==> src/design/vaso_pkg.sv <==
`timescale 1ns / 1ps
// ----------------------------------------------------------------------------
// Voice allocator package
// Shared types, codes and constants for the oldest-steal voice allocator.
// ----------------------------------------------------------------------------
package vaso_pkg;

    // Defaults and fixed limits
    localparam int VOICES_DEF   = 8;
    localparam int LOADED_SLOTS = 16;
    localparam int SAMPLE_LIMIT = (LOADED_SLOTS < 16) ? LOADED_SLOTS : 16;
    localparam int MAX_RESULTS  = 8;

    localparam logic [23:0] STEP_BYTES = 24'd2;
    localparam logic [23:0] POS_MAX    = 24'hFF_FFFF;

    // Request commands
    typedef enum logic [1:0] {
        CMD_PLAY     = 2'd0,
        CMD_STOP     = 2'd1,
        CMD_STOP_ALL = 2'd2,
        CMD_TICK     = 2'd3
    } t_cmd;

    // Result kinds
    localparam logic [1:0] KIND_ACCEPT = 2'd0;
    localparam logic [1:0] KIND_REJECT = 2'd1;
    localparam logic [1:0] KIND_END    = 2'd2;
    localparam logic [1:0] KIND_NONE   = 2'd3;

    // End reasons
    localparam logic [1:0] REASON_PRUNED   = 2'd0;
    localparam logic [1:0] REASON_STOPPED  = 2'd1;
    localparam logic [1:0] REASON_FINISHED = 2'd2;

    // One voice slot as stored
    typedef struct packed {
        logic        active;
        logic [30:0] handle;
        logic [23:0] pos;
        logic [23:0] len;
    } t_voice_entry;

    // One result
    typedef struct packed {
        logic [1:0]  kind;
        logic [2:0]  voice;
        logic [30:0] handle;
        logic [1:0]  reason;
    } t_result;

endpackage

==> src/design/vaso_voice_store.sv <==
`timescale 1ns / 1ps
// ----------------------------------------------------------------------------
// Voice slot store
// Per-voice state with one shared read/write index; active bits clear on reset.
// ----------------------------------------------------------------------------
module vaso_voice_store
    import vaso_pkg::*;
#(
    parameter int VOICES = VOICES_DEF,
    localparam int IDX_W = $clog2(VOICES)
) (
    input  logic               i_clk,
    input  logic               i_rst_n,
    input  logic [IDX_W-1:0]   i_idx,
    input  logic               i_we,
    input  t_voice_entry       i_wdata,
    output t_voice_entry       o_rdata
);

    logic [VOICES-1:0] r_active;
    logic [30:0]       r_handle [VOICES];
    logic [23:0]       r_pos    [VOICES];
    logic [23:0]       r_len    [VOICES];

    // Active flags: only these need a known value after reset
    always_ff @(posedge i_clk) begin
        if (!i_rst_n) begin
            r_active <= '0;
        end else if (i_we) begin
            r_active[i_idx] <= i_wdata.active;
        end
    end

    // Slot payload
    always_ff @(posedge i_clk) begin
        if (i_we) begin
            r_handle[i_idx] <= i_wdata.handle;
            r_pos[i_idx]    <= i_wdata.pos;
            r_len[i_idx]    <= i_wdata.len;
        end
    end

    // Read at the sequencer's current slot
    always_comb begin
        o_rdata.active = r_active[i_idx];
        o_rdata.handle = r_handle[i_idx];
        o_rdata.pos    = r_pos[i_idx];
        o_rdata.len    = r_len[i_idx];
    end

endmodule

==> src/design/voice_allocator_steal_oldest_top.sv <==
`timescale 1ns / 1ps
// ----------------------------------------------------------------------------
// Voice allocator with oldest-voice stealing
// Allocates, stops and ages playback voices, one slot visited per cycle.
// ----------------------------------------------------------------------------
// Usage:
//   A request (i_command with its fields) is taken on a clock edge where
//   i_start is high and o_busy is low. o_busy then stays high until the
//   request's last result has been presented.
//   Results come out one per cycle at most, each valid for exactly one cycle
//   with o_strobe high; o_last marks the final result of a request. The
//   receiver cannot stall the block, so results must be taken as they come.
//   The sequencer visits one voice slot per cycle through a single compare /
//   saturating-add unit. o_busy stays high for the shortest time on a rejected
//   play or a stop hitting slot 0 and for the longest on a play that steals;
//   stop-all and tick scan every slot.
//   The last result shows in the first idle cycle, and the next request can
//   already be taken in that cycle.
//   i_cfg_we / i_cfg_wdata write the loaded-sample mask; write it only while
//   the block is idle. Synchronous active-low reset clears all voices, the
//   handle counter and the mask.
// ----------------------------------------------------------------------------
module voice_allocator_steal_oldest_top
    import vaso_pkg::*;
#(
    parameter int VOICES = VOICES_DEF
) (
    input  logic        i_clk,
    input  logic        i_rst_n,
    // request channel
    input  logic        i_start,
    output logic        o_busy,
    input  logic [1:0]  i_command,
    input  logic [7:0]  i_sample_id,
    input  logic [30:0] i_handle,
    input  logic [23:0] i_sample_length,
    // configuration
    input  logic        i_cfg_we,
    input  logic [15:0] i_cfg_wdata,
    // result channel
    output logic        o_strobe,
    output logic [1:0]  o_kind,
    output logic [2:0]  o_voice,
    output logic [30:0] o_handle_out,
    output logic [1:0]  o_reason,
    output logic        o_last
);

    localparam int IDX_W = $clog2(VOICES);
    localparam logic [IDX_W-1:0] LAST_IDX = IDX_W'(VOICES - 1);

    typedef enum logic [2:0] {
        S_IDLE,
        S_CHECK,
        S_SCAN,
        S_STEAL,
        S_ALLOC,
        S_FINISH
    } t_state;

    t_state       r_state, n_state;
    t_cmd         r_cmd, n_cmd;
    logic [7:0]   r_sid, n_sid;
    logic [30:0]  r_h, n_h;
    logic [23:0]  r_len, n_len;
    logic [IDX_W-1:0] r_idx, n_idx;
    logic [IDX_W-1:0] r_best, n_best;
    logic [23:0]  r_best_pos, n_best_pos;
    logic         r_have_best, n_have_best;
    logic [30:0]  r_hcnt, n_hcnt;
    logic         r_pend_v, n_pend_v;
    t_result      r_pend, n_pend;
    logic [3:0]   r_nres, n_nres;
    logic [15:0]  r_mask, n_mask;
    logic         r_strobe, n_strobe;
    t_result      r_out, n_out;
    logic         r_last, n_last;

    t_voice_entry rd, wd;
    logic         we;

    logic         produce;
    t_result      res;
    logic         last_idx;
    logic [24:0]  pos_inc;
    logic [23:0]  new_pos;
    logic         pos_ended;
    logic         better;
    logic         sid_ok;
    logic [30:0]  hnext;

    vaso_voice_store #(
        .VOICES (VOICES)
    ) u_store (
        .i_clk   (i_clk),
        .i_rst_n (i_rst_n),
        .i_idx   (r_idx),
        .i_we    (we),
        .i_wdata (wd),
        .o_rdata (rd)
    );

    // Shared slot unit: saturating advance, length compare, age compare
    always_comb begin
        last_idx  = (r_idx == LAST_IDX);
        pos_inc   = {1'b0, rd.pos} + {1'b0, STEP_BYTES};
        new_pos   = pos_inc[24] ? POS_MAX : pos_inc[23:0];
        pos_ended = (new_pos >= rd.len);
        better    = (rd.pos > r_best_pos);
        sid_ok    = (r_sid < 8'(SAMPLE_LIMIT)) && r_mask[r_sid[3:0]];
        hnext     = r_hcnt + 31'd1;
        if (hnext == 31'd0) begin
            hnext = 31'd1;
        end
    end

    // Sequencer next state
    always_comb begin
        n_state     = r_state;
        n_cmd       = r_cmd;
        n_sid       = r_sid;
        n_h         = r_h;
        n_len       = r_len;
        n_idx       = r_idx;
        n_best      = r_best;
        n_best_pos  = r_best_pos;
        n_have_best = r_have_best;
        n_hcnt      = r_hcnt;
        n_pend_v    = r_pend_v;
        n_pend      = r_pend;
        n_nres      = r_nres;
        n_mask      = r_mask;
        n_strobe    = 1'b0;
        n_out       = r_out;
        n_last      = 1'b0;
        we          = 1'b0;
        wd          = rd;
        produce     = 1'b0;
        res         = '0;

        // mask write takes effect on any enabled edge
        if (i_cfg_we) begin
            n_mask = i_cfg_wdata;
        end

        case (r_state)
            S_IDLE: begin
                if (i_start) begin
                    n_cmd       = t_cmd'(i_command);
                    n_sid       = i_sample_id;
                    n_h         = i_handle;
                    n_len       = i_sample_length;
                    n_idx       = '0;
                    n_best      = '0;
                    n_best_pos  = '0;
                    n_have_best = 1'b0;
                    n_pend_v    = 1'b0;
                    n_nres      = '0;
                    n_state     = (t_cmd'(i_command) == CMD_PLAY) ? S_CHECK : S_SCAN;
                end
            end

            // sample must be loaded and in range
            S_CHECK: begin
                if (sid_ok) begin
                    n_state = S_SCAN;
                end else begin
                    produce    = 1'b1;
                    res.kind   = KIND_REJECT;
                    n_state    = S_FINISH;
                end
            end

            S_SCAN: begin
                case (r_cmd)
                    CMD_PLAY: begin
                        if (!rd.active) begin
                            n_state = S_ALLOC;
                        end else begin
                            if (better) begin
                                n_best_pos  = rd.pos;
                                n_best      = r_idx;
                                n_have_best = 1'b1;
                            end
                            if (last_idx) begin
                                if (r_have_best || better) begin
                                    n_idx   = better ? r_idx : r_best;
                                    n_state = S_STEAL;
                                end else begin
                                    // every slot busy and none has moved
                                    produce  = 1'b1;
                                    res.kind = KIND_REJECT;
                                    n_state  = S_FINISH;
                                end
                            end else begin
                                n_idx = r_idx + 1'b1;
                            end
                        end
                    end

                    CMD_STOP: begin
                        if (rd.active && (rd.handle == r_h)) begin
                            produce    = 1'b1;
                            res.kind   = KIND_END;
                            res.voice  = 3'(r_idx);
                            res.handle = rd.handle;
                            res.reason = REASON_STOPPED;
                            we         = 1'b1;
                            wd         = '0;
                            n_state    = S_FINISH;
                        end else if (last_idx) begin
                            n_state = S_FINISH;
                        end else begin
                            n_idx = r_idx + 1'b1;
                        end
                    end

                    CMD_STOP_ALL: begin
                        if (rd.active) begin
                            produce    = 1'b1;
                            res.kind   = KIND_END;
                            res.voice  = 3'(r_idx);
                            res.handle = rd.handle;
                            res.reason = REASON_STOPPED;
                            we         = 1'b1;
                            wd         = '0;
                        end
                        if (last_idx) begin
                            n_state = S_FINISH;
                        end else begin
                            n_idx = r_idx + 1'b1;
                        end
                    end

                    CMD_TICK: begin
                        if (rd.active) begin
                            we     = 1'b1;
                            wd.pos = new_pos;
                            if (pos_ended) begin
                                produce    = 1'b1;
                                res.kind   = KIND_END;
                                res.voice  = 3'(r_idx);
                                res.handle = rd.handle;
                                res.reason = REASON_FINISHED;
                                wd         = '0;
                            end
                        end
                        if (last_idx) begin
                            n_state = S_FINISH;
                        end else begin
                            n_idx = r_idx + 1'b1;
                        end
                    end

                    default: begin
                        n_state = S_FINISH;
                    end
                endcase
            end

            // prune the chosen voice before reuse
            S_STEAL: begin
                produce    = 1'b1;
                res.kind   = KIND_END;
                res.voice  = 3'(r_idx);
                res.handle = rd.handle;
                res.reason = REASON_PRUNED;
                we         = 1'b1;
                wd         = '0;
                n_state    = S_ALLOC;
            end

            // claim the slot with a fresh handle
            S_ALLOC: begin
                n_hcnt     = hnext;
                we         = 1'b1;
                wd.active  = 1'b1;
                wd.handle  = hnext;
                wd.pos     = '0;
                wd.len     = r_len;
                produce    = 1'b1;
                res.kind   = KIND_ACCEPT;
                res.voice  = 3'(r_idx);
                res.handle = hnext;
                n_state    = S_FINISH;
            end

            // flush the held result, or a none result if nothing is held, as the last one
            S_FINISH: begin
                n_strobe = 1'b1;
                n_last   = 1'b1;
                if (r_pend_v) begin
                    n_out = r_pend;
                end else begin
                    n_out      = '0;
                    n_out.kind = KIND_NONE;
                end
                n_pend_v = 1'b0;
                n_state  = S_IDLE;
            end

            default: begin
                n_state = S_IDLE;
            end
        endcase

        // one result is held back so the final one can carry the last flag
        if (produce && (r_nres < 4'(MAX_RESULTS))) begin
            n_nres = r_nres + 4'd1;
            if (r_pend_v) begin
                n_strobe = 1'b1;
                n_out    = r_pend;
                n_last   = 1'b0;
            end
            n_pend   = res;
            n_pend_v = 1'b1;
        end
    end

    // State and registered outputs
    always_ff @(posedge i_clk) begin
        r_sid      <= n_sid;
        r_h        <= n_h;
        r_len      <= n_len;
        r_best     <= n_best;
        r_best_pos <= n_best_pos;
        r_pend     <= n_pend;
        r_out      <= n_out;
        if (!i_rst_n) begin
            r_state     <= S_IDLE;
            r_cmd       <= CMD_PLAY;
            r_idx       <= '0;
            r_have_best <= 1'b0;
            r_hcnt      <= '0;
            r_pend_v    <= 1'b0;
            r_nres      <= '0;
            r_mask      <= '0;
            r_strobe    <= 1'b0;
            r_last      <= 1'b0;
        end else begin
            r_state     <= n_state;
            r_cmd       <= n_cmd;
            r_idx       <= n_idx;
            r_have_best <= n_have_best;
            r_hcnt      <= n_hcnt;
            r_pend_v    <= n_pend_v;
            r_nres      <= n_nres;
            r_mask      <= n_mask;
            r_strobe    <= n_strobe;
            r_last      <= n_last;
        end
    end

    assign o_busy       = (r_state != S_IDLE);
    assign o_strobe     = r_strobe;
    assign o_kind       = r_out.kind;
    assign o_voice      = r_out.voice;
    assign o_handle_out = r_out.handle;
    assign o_reason     = r_out.reason;
    assign o_last       = r_last;

    // Assertions
    a_done_last: assert property (@(posedge i_clk) disable iff (!i_rst_n)
        ($fell(o_busy) && $past(i_rst_n)) |-> (o_strobe && o_last))
        else $error("request finished without a last result");

    a_last_strobe: assert property (@(posedge i_clk) disable iff (!i_rst_n)
        o_last |-> o_strobe)
        else $error("last flag without strobe");

    a_take_busy: assert property (@(posedge i_clk) disable iff (!i_rst_n)
        (i_start && !o_busy) |=> o_busy)
        else $error("request taken but block not busy");

    a_mid_busy: assert property (@(posedge i_clk) disable iff (!i_rst_n)
        (o_strobe && !o_last) |-> o_busy)
        else $error("non-final result while idle");

    a_handle_nz: assert property (@(posedge i_clk) disable iff (!i_rst_n)
        (o_strobe && (o_kind == KIND_ACCEPT)) |-> (o_handle_out != 31'd0))
        else $error("accepted play given handle zero");

endmodule
==> config.mk <==
export PLATFORM = sky130hd
export DESIGN_NAME = voice_allocator_steal_oldest_top
export DESIGN_NICKNAME = d
export VERILOG_FILES = /design/src/design/vaso_pkg.sv /design/src/design/vaso_voice_store.sv /design/src/design/voice_allocator_steal_oldest_top.sv
export SDC_FILE = /design/constraint.sdc
export NUM_CORES = 1
export LEC_CHECK = 0
export BUFFER_PORTS_ARGS = -buffer_cell sky130_fd_sc_hd__buf_2
export CORE_MARGIN = 3
export CORE_UTILIZATION = 42
export DETAILED_ROUTE_END_ITERATION = 7
export REMOVE_ABC_BUFFERS = 1
export SLEW_MARGIN = 20
export SYNTH_ARGS = -nofsm -noshare
export SYNTH_HDL_FRONTEND = slang
export SYNTH_SLANG_ARGS = --single-unit
==> constraint.sdc <==
create_clock -name i_clk -period 9.4 [get_ports i_clk]
set_input_delay 0.94 -clock i_clk [delete_from_list [all_inputs] [get_ports i_clk]]
set_output_delay 0.94 -clock i_clk [all_outputs]
set_load 0.02 [all_outputs]
==> metrics list, run 1 <==
* H-tree lvl count: 3
- CP top delay family: simple AND/OR/NAND/NOR gates
- Largest net degree at the start of global routing: 68
* Final count of hold timing violations: 0
- Total I/O pin count: 126
* All-Layer GR Usage: 19.5%
- Buffers from clock root to sink, at most: 3
- Number of detailed-routing iterations run before antenna repair: 8
* Adder and majority gate portion of the synthesized area: 1.81%
- Dominant combinational cell family by area after synthesis: multiplexers
* Share of the synthesized area in the top cell type: 61.1%
- Clk_lat worst skew: 0.64 ns
- Setup violations remaining at the end of the flow were counted as 0.
- Net switching is 31.9% of the power.
- Number of gates on the worst path with buffers counted: 18
* Fraction of power consumed by sequential logic: 45.0%
* Total of buffers placed on input and output ports: 125
* Cells taking the most area after synthesis: sky130_fd_sc_hd__edfxtp_1 (61%), sky130_fd_sc_hd__mux4_2 (8.0%), sky130_fd_sc_hd__dfxtp_1 (6.0%)
- Timing analysis after detailed placement gives a worst setup slack of 1.65 ns.
- Met1 routing resource usage after global routing: 27.8%
* Number of enable-type register cells in the synthesized netlist: 760
- At the end of routability-driven placement, the weighted congestion stood at 0.880.
- Summed over all layers, the routed wires come to 91.6 mm.
- Multiplexer fraction of the synthesized cell area: 12.4%
- The initial antenna violation count came to 3.
- Buffers inserted to repair hold after CTS numbered 0.
- Number of cell instances on the worst register-to-register path: 18
* Share of flip-flops with an asynchronous set or reset: 0%
- Count of buffers added by post-CTS timing repair for setup: 0
- DRC violations left: 0
- Destination of the critical timing path: u_store.r_handle[3][26]
* Area added between synthesis and finish: 12.8%
- Cell-by-cell trace of the critical path: inv_2 > buf_4 > buf_4 > mux2i_1 > nor2_1 > or4b_1 > or4_4 > nand2_1 > ha_1 > a2111oi_0 > nand2_1 > a31oi_1 > o221ai_1 > a31oi_1 > a211oi_1 > or3_2 > buf_4 > o21ai_0
- For the pin with the worst max-slew slack, the measured transition is 1.06 ns.
- TritonCTS built the clock tree.
- The cell sitting at the root of the clock tree is a sky130_fd_sc_hd__clkbuf_16.
* Total clock sinks: 872
* Number of warnings printed during yosys synthesis: 0
- Across all hold checks on the routed design, the worst slack comes to 0.464 ns.
- Congestion Overflow GR: 0
- Inserted Clock Buffers: 90
- In the post-route analysis, the smallest setup slack over all paths is 1.66 ns.
- Cells with a size suffix above 1 make up 19.9% of the layout.
* Post-synthesis sequential element count: 872
- Worst slew slack as a fraction of its limit: 28.5%
* Final net count: 2685
- Parity-gate share of the synthesized area counting xor and xnor cells: 2.16%
- Using the TritonRoute via totals, the vias-per-cell ratio works out to 5.76.
- Standard-cell row count: 108
- Cell variety after synth: 83
* Final critical delay including setup and external delays: 7.74 ns
* Effective utilization at floorplan: 42.7%
* Endpoint of the lowest-slack register-to-register path: u_store.r_handle[3][26]
* CP Max Fanout: 37
- Chip height: 304 um
- Commonest cells in the netlist: sky130_fd_sc_hd__edfxtp_1 (760), sky130_fd_sc_hd__nand2_1 (182), sky130_fd_sc_hd__mux4_2 (133), sky130_fd_sc_hd__mux2i_1 (118), sky130_fd_sc_hd__dfxtp_1 (112)
- Summing the areas of all and, or, nand and nor instances in the mapped netlist gives 7.39% of the synthesized area.
- Remaining antenna violation count: 0
- The critical path contains buffers and inverters numbering 4 combined.
* Power share of the combinational group: 27.0%
* # fillers: 7376
* Most common cell in the synthesized netlist: sky130_fd_sc_hd__edfxtp_1
- Global routing usage on met3: 3.31%
- The via count of the first global-routing pass is 22100.
* Layout Cells excl Fill: 3778
* Slew Viols, Final: 0
- The mapped netlist covers 37300 um2.
- Setup repair after global routing left no endpoint under its margin.
- In this design, the critical path's most frequently occurring cell is sky130_fd_sc_hd__buf_4.
- After the first detailed-routing iteration, the DRC count stood at 1951.
- Total power consumption of the routed design: 0.0125 W
* Required @ worst endpoint: 9.72 ns
* Routed wire length per instance: 24.2 um
* Type of element launching the critical path: flip-flop
- The first global-routing pass estimated 139 mm of wire.
- Clock slew at the register clock pins of the worst setup and hold paths: 0.06 ns
- Die Outline Area: 92500 um2
- In this run, the clock network consumes 28.1% of the power.
* Compound-Gate Fraction of Synth Area: 6.43%
- Sequential cells were found to cover 67.1% of the synthesized design area.
- Across all register-to-register paths, the minimum setup slack is 1.66 ns.
- After technology mapping, the gate count stands at 2412.
- Max-cap violations in this run came to 0.
* Arrival time reported for the critical path endpoint: 8.07 ns
* Met2 routing resource usage after global routing: 31.0%
* Post-synthesis cell type with the largest combined area: sky130_fd_sc_hd__edfxtp_1
- Standard cell with the maximum stage delay on the critical path: sky130_fd_sc_hd__or3_2
* Leakage power total: 14.2 nW
- Once detailed placement completed, the half-perimeter wirelength came to 57.8 mm.
- In this run the standard cell core region covers 87400 um2.
- For this run, the slowest stage of the critical path takes 0.81 ns.
- VDD sags by at most 0.000165 V.
- Result of the run: complete, no violations
- Highest attainable clock frequency: 129 MHz
- Final worst clock skew: 0.0267 ns
- Pwr per Cell Area: 297 nW/um2
* Routing layer with the top usage in global route: met2
- Once placement completed, the tool counted placed cells totaling 3609.
- STA classifies the critical path endpoint as a flip-flop.
- The internal power of the cells totals 0.00851 W.
* Number of cells upsized or downsized after cts: 0
- Detailed-route via count: 21800
* Power dissipated by switching net loads: 0.00399 W
- The worst setup path is of the reg2reg kind.
* Total Negative Setup Slacks: 0 ns
* Period utilisation layout: 82.4%
- Die Width: 304 um
- Class of the tightest hold or removal check: reg2reg
- In the synthesized netlist the dominant register cell turns out to be sky130_fd_sc_hd__edfxtp_1.
- Mean cell area of the mapped netlist: 15.5 um2
## kinds of logic (layout without fill, tap and decap cells)
logic type | Yosys count | count (layout)
adder cells (fa/ha/maj) | 54 | 54
XOR/XNOR | 92 | 92
AO/OA/AOI/OAI | 354 | 354
AND/OR/NAND/NOR | 545 | 545
flip-flops | 872 | 872
other | 0 | 3
multiplexers | 285 | 285
buffers and inverters | 210 | 418
## power groups by stage
stage | Combinational [W] | Sequential [W] | Clock (W)
after CTS | 0.00339 | 0.00563 | 0.00357
after detailed placement | 0.00337 | 0.00571 | 0
after global routing | 0.00370 | 0.00568 | 0.00374
after floorplan | 0.00217 | 0.00580 | 0
final | 0.00337 | 0.00562 | 0.00351
after global placement | 0.00327 | 0.00569 | 0
## cell usage in the layout, fill, tap and decap left out, drive strengths merged, types with 23 or more instances in the layout
cell / Yosys / routed
nand4: 24 / 24
buf: 64 / 176
clkbuf: 70 / 113
dfxtp: 112 / 112
o22ai: 40 / 40
nand2: 183 / 183
a21oi: 51 / 51
a221o: 40 / 40
mux2: 26 / 26
xnor2: 69 / 69
nor4: 29 / 29
clkinv: 2 / 38
ha: 54 / 54
mux4: 133 / 133
and2: 58 / 58
mux2i: 126 / 126
nand3: 47 / 47
o21ai: 108 / 108
nor2: 108 / 108
inv: 74 / 78
edfxtp: 760 / 760
xor2: 23 / 23
nor3: 35 / 35
## routing by layer
| layer | up-vias | share of wire, % |
|---|---|---|
| li1 | 9701 | - |
| met1 | 11200 | 44 |
| met2 | 691 | 47 |
| met3 | 119 | 6.8 |
| met4 | 0 | 2.1 |
| met5 | - | 0 |
## metrics by stage
step / util (%) / cell area [um2]
after global routing: 48.2 / 42100
after floorplan: - / 36600
after detailed placement: 44.9 / 39200
after CTS: 48.2 / 42100
final: 48.2 / 42100
after global placement: 44.8 / 39200
## worst reg2reg max path: cells and delay by family (launching register included)
kind,cells,cell delay [ns]
buf+inv,4,1.91
mux,1,0.19
fa+ha+maj,1,0.26
flops,1,0.54
compound gates,6,2.06
simple gates,6,2.47
## how the worst min path moves through the flow
stage / start / endpoint / slack (ns) / cells after the start
floorplan: u_store.r_active[0] / u_store.r_active[0] / 0.43 / 2
global placement: u_store.r_active[5] / u_store.r_active[5] / 0.44 / 2
finish: o_kind[1] / o_kind[1] / 0.46 / 2
global route: i_sample_length[8] / r_len[8] / 0.45 / 1
CTS: i_sample_length[14] / r_len[14] / 0.43 / 1
detailed placement: u_store.r_active[0] / u_store.r_active[0] / 0.45 / 2
## sequential cells by signal (all words and copies together), names as in the netlist, 4 cells and up, named ones only
name	cells
r_h	31
r_len	24
r_hcnt	31
u_store.r_handle	248
r_best_pos	24
r_nres	4
r_sid	8
u_store.r_len	192
u_store.r_active	8
o_handle_out	31
r_pend	38
r_mask	16
u_store.r_pos	192
## cell type report
cell class	count	area (um2)	share of cell area, %
sequential	872	25100	59.5
multi-input combinational	1330	11400	27.0
clock buffer	113	2450	5.82
tap	1155	1450	3.43
timing repair buffer	176	1050	2.49
clock inverter	53	457	1.08
inverter	76	287	0.680
antenna	3	7.51	0.0178
Power figures use the tool's default switching activity.
==> inputs of run 2 (changes only) <==
- clock period: 9.4 -> 7.8 ns (I/O delays scaled with it)
==> run 2 against run 1 <==
Effect of this change: non-clock buffer count rose by 7; global-route usage down 0.38 points; cell area up 0.87%; via count down 1.2%; routed wire length is 2.2% lower; sequential share of layout area shrank 0.51 points; register-to-register slack got worse by 0.95 ns; setup slack worse by 0.95 ns; flip-flop and latch count did not move; critical path type unchanged.
==> metrics list, run 2 (synthesis results as in run 1) <==
* Final count of hold timing violations: 0 (unchanged)
* Most frequent standard cell in the layout excluding fill and tap cells: sky130_fd_sc_hd__edfxtp_1 (unchanged)
- The number of hold-repair buffers added at the cts stage is 0 (unchanged).
- The routed wirelength normalized by instance count was 23.7 um (was 24.2 um).
* Actual transition at the worst max-transition pin: 1.05 ns (was 1.06 ns)
- The synthesis-to-layout area growth was 13.8% (was 12.8%).
- Remaining antenna violation count: 0 (unchanged)
- Count of buffers added by post-CTS timing repair for setup: 0 (unchanged)
- WL final: 89.6 mm (was 91.6 mm)
- Number of cells upsized or downsized after cts: 0 (unchanged)
- The static leakage power is 14.3 nW (was 14.2 nW).
- The minimum period implied by the final worst setup slack is 7.10 ns (was 7.74 ns).
- The source-to-sink clock delay at the later pin of the worst-skew pair was 0.65 ns (was 0.64 ns).
* Power dissipated by switching net loads: 0.00477 W (was 0.00399 W)
* Congestion Overflow GR: 0 (unchanged)
- First-pass GRT wire length: 136 mm (was 139 mm)
- Register with the highest flop count: u_store.r_handle (unchanged)
- The number of max-cap violations came to 0 (unchanged).
- The largest net degree at the start of global routing came to 67 (was 68).
- The remaining max-slew budget at the tightest pin was 29.7% (was 28.5%).
- Element type at the critical path end: flip-flop (unchanged)
- The clock tree from TritonCTS was done (unchanged).
- The cell at the root of the clock tree is sky130_fd_sc_hd__clkbuf_16 (unchanged).
* H-tree lvl count: 3 (unchanged)
- Number of detailed-routing iterations run before antenna repair: 7 (was 8)
- Cell-by-cell trace of the critical path: buf_4 > mux4_2 > mux2i_1 > nor2_1 > or4b_1 > or4_4 > nand2_1 > ha_1 > a2111oi_0 > nand2_1 > a31oi_1 > o221ai_1 > a31oi_1 > a211oi_1 > or3_2 > buf_4 > o21ai_0 (was inv_2 > buf_4 > buf_4 > mux2i_1 > nor2_1 > or4b_1 > or4_4 > nand2_1 > ha_1 > a2111oi_0 > nand2_1 > a31oi_1 > o221ai_1 > a31oi_1 > a211oi_1 > or3_2 > buf_4 > o21ai_0)
* Half-perimeter wire length after placement: 56.3 mm (was 57.8 mm)
- The internal power is 0.0105 W (was 0.00851 W).
* Class of the tightest hold or removal check: in2reg (was reg2reg)
- Total clock sinks: 872 (unchanged)
- The proportion of power drawn by combinational gates was 26.7% (was 27.0%).
* Final worst clock skew: 0.0451 ns (was 0.0267 ns)
- Required @ worst endpoint: 8.11 ns (was 9.72 ns)
- Number of global-route vias before repair: 22000 (was 22100)
- The clock slew seen by the registers of the worst setup and hold paths is 0.07 ns (was 0.06 ns).
- RSZ-0062 raised after global routing: no (unchanged)
* Area of the core: 87400 um2 (unchanged)
- Fraction of power consumed by sequential logic: 44.1% (was 45.0%)
- The floorplan die width came to 304 um (unchanged).
* CP Max Fanout: 41 (was 37)
- Top flop regs: u_store.r_handle x248, u_store.r_len x192, u_store.r_pos x192 (unchanged).
* Number of DRC markers after the initial detailed-route iteration: 1920 (was 1951)
- Setup slack after layout: 0.703 ns (was 1.66 ns)
- Total I/O pin count: 126 (unchanged)
- The power density over the cells came to 360 nW/um2 (was 297 nW/um2).
- Number of flip-flops under the largest register name: 248 (unchanged)
- The number of buffers on the longest clock path was 3 (unchanged).
* Final Util: 48.6% (was 48.2%)
* DP Worst Slack: 0.801 ns (was 1.65 ns)
* Total power consumption of the routed design: 0.0153 W (was 0.0125 W)
- The part of the cycle the worst path needs came to 91.0% (was 82.4%).
- Slew Viols, Final: 0 (unchanged)
- Buffers & Inverters on Critical Path: 2 (was 4)
* Highest attainable clock frequency: 141 MHz (was 129 MHz)
- Ratio of cells with drive above 1 in the final layout: 20.5% (was 19.9%)
- The clock buffer count from CTS was 91 (was 90).
- Clock share of power: 29.2% (was 28.1%)
- The area of the die came to 92500 um2 (unchanged).
- All-Layer GR Usage: 19.2% (was 19.5%)
- Top library cells by usage in the layout, fill and taps aside: sky130_fd_sc_hd__edfxtp_1 (760), sky130_fd_sc_hd__nand2_1 (182), sky130_fd_sc_hd__mux4_2 (133) (unchanged)
* Slowest stage delay, CP: 0.80 ns (was 0.81 ns)
- The DRC violations left was 0 (unchanged).
- CP top delay family: compound AO/OA/AOI/OAI gates (was simple AND/OR/NAND/NOR gates)
- The peak ir drop on the vdd network was 0.000175 V (was 0.000165 V).
- The net count of the finished layout was 2693 (was 2685).
- Standard-cell row count: 108 (unchanged)
- Type of element launching the critical path: flip-flop (unchanged)
- The initial antenna violation count is 3 (unchanged).
- The routed via count divided by cell count is 5.68 (was 5.76).
- Cell area reported after detailed placement: 39400 um2 (was 39200 um2)
* Routability-driven placement congestion ratio: 0.880 (about the same)
* Detailed-route via count: 21500 (was 21800)
- The cell area after layout was 42500 um2 (was 42100 um2).
- The total setup violations reported at the end of the flow was 0 (unchanged).
- Total of buffers placed on input and output ports: 125 (unchanged)
- Result of the run: complete, no violations (unchanged)
- Setup CP Type: reg2reg (unchanged)
- Proportion of total power due to net switching: 31.2% (was 31.9%)
* Arrival time reported for the critical path endpoint: 7.41 ns (was 8.07 ns)
- The master of the slowest instance on the critical path was sky130_fd_sc_hd__o21ai_0 (was sky130_fd_sc_hd__or3_2).
- The die height came to 304 um (unchanged).
- Effective utilization at floorplan: 42.7% (unchanged)
-- run 2: cell types whose count changed in the layout (fill, tap and decap cells not counted), sizes merged --
| cell | before | now |
|---|---|---|
| clkbuf | 113 | 109 |
| diode | 3 | 2 |
| buf | 176 | 183 |
| inv | 78 | 76 |
| clkinv | 38 | 35 |
| bufinv | 6 | 14 |
-- run 2: metal layers --
layer | vias up | GRT usage, % | share of wire, %
li1 | 9701 | - | -
met1 | 11000 | 27.0 | 45
met2 | 661 | 30.7 | 47
met3 | 114 | 3.23 | 6.1
met4 | 0 | 5.56 | 2.0
met5 | - | 0 | 0
-- run 2: through the flow --
step	hold slack, ns	TNS (ns)	cells
2_1_floorplan	0.434	-5101.91	2278
3_3_place_gp	0.443	0	3614
3_5_place_dp	0.451	0	3615
4_1_cts	0.264	0	3780
5_1_grt	0.286	0	3782
6_report	0.308	0	3783
-- run 2: layout make-up --
cell class	instances	area (um2)
diodes	2	5.00
inverters	76	287
flip-flops and latches	872	25100
multi-input cells	1330	11400
fillers	7357	44900
clock buffers	109	2430
clock inverters	56	681
well taps	1155	1450
repair buffers	183	1220
-- run 2: final timing paths --
kind                                          start                      end  slack (ns)  cells after the start
worst max-delay path                      flip-flop  u_store.r_handle[2][17]        0.70                     17
worst min-delay path                    i_handle[6]                   r_h[6]        0.31                      1
worst max register to register            flip-flop  u_store.r_handle[2][17]        0.70                     17
worst min register to register  u_store.r_active[3]      u_store.r_active[3]        0.46                      2
-- run 2: worst reg2reg max path, delay by kind of cell, from the launching register on --
family,cells,cell delay (ns)
muxes,2,0.53
AOI/OAI and AO/OA,6,2.24
and+or+nand+nor,6,2.17
adders and majority gates,1,0.26
buffers and inverters,2,0.95
DFF,1,0.63
-- run 2: power by group through the flow --
stage	combinational, W	clock (W)	sequential (W)
5_1_grt	0.00450	0.00475	0.00682
3_3_place_gp	0.00396	0	0.00683
4_1_cts	0.00411	0.00456	0.00676
3_5_place_dp	0.00409	0	0.00685
6_report	0.00409	0.00447	0.00675
2_1_floorplan	0.00262	0	0.00699
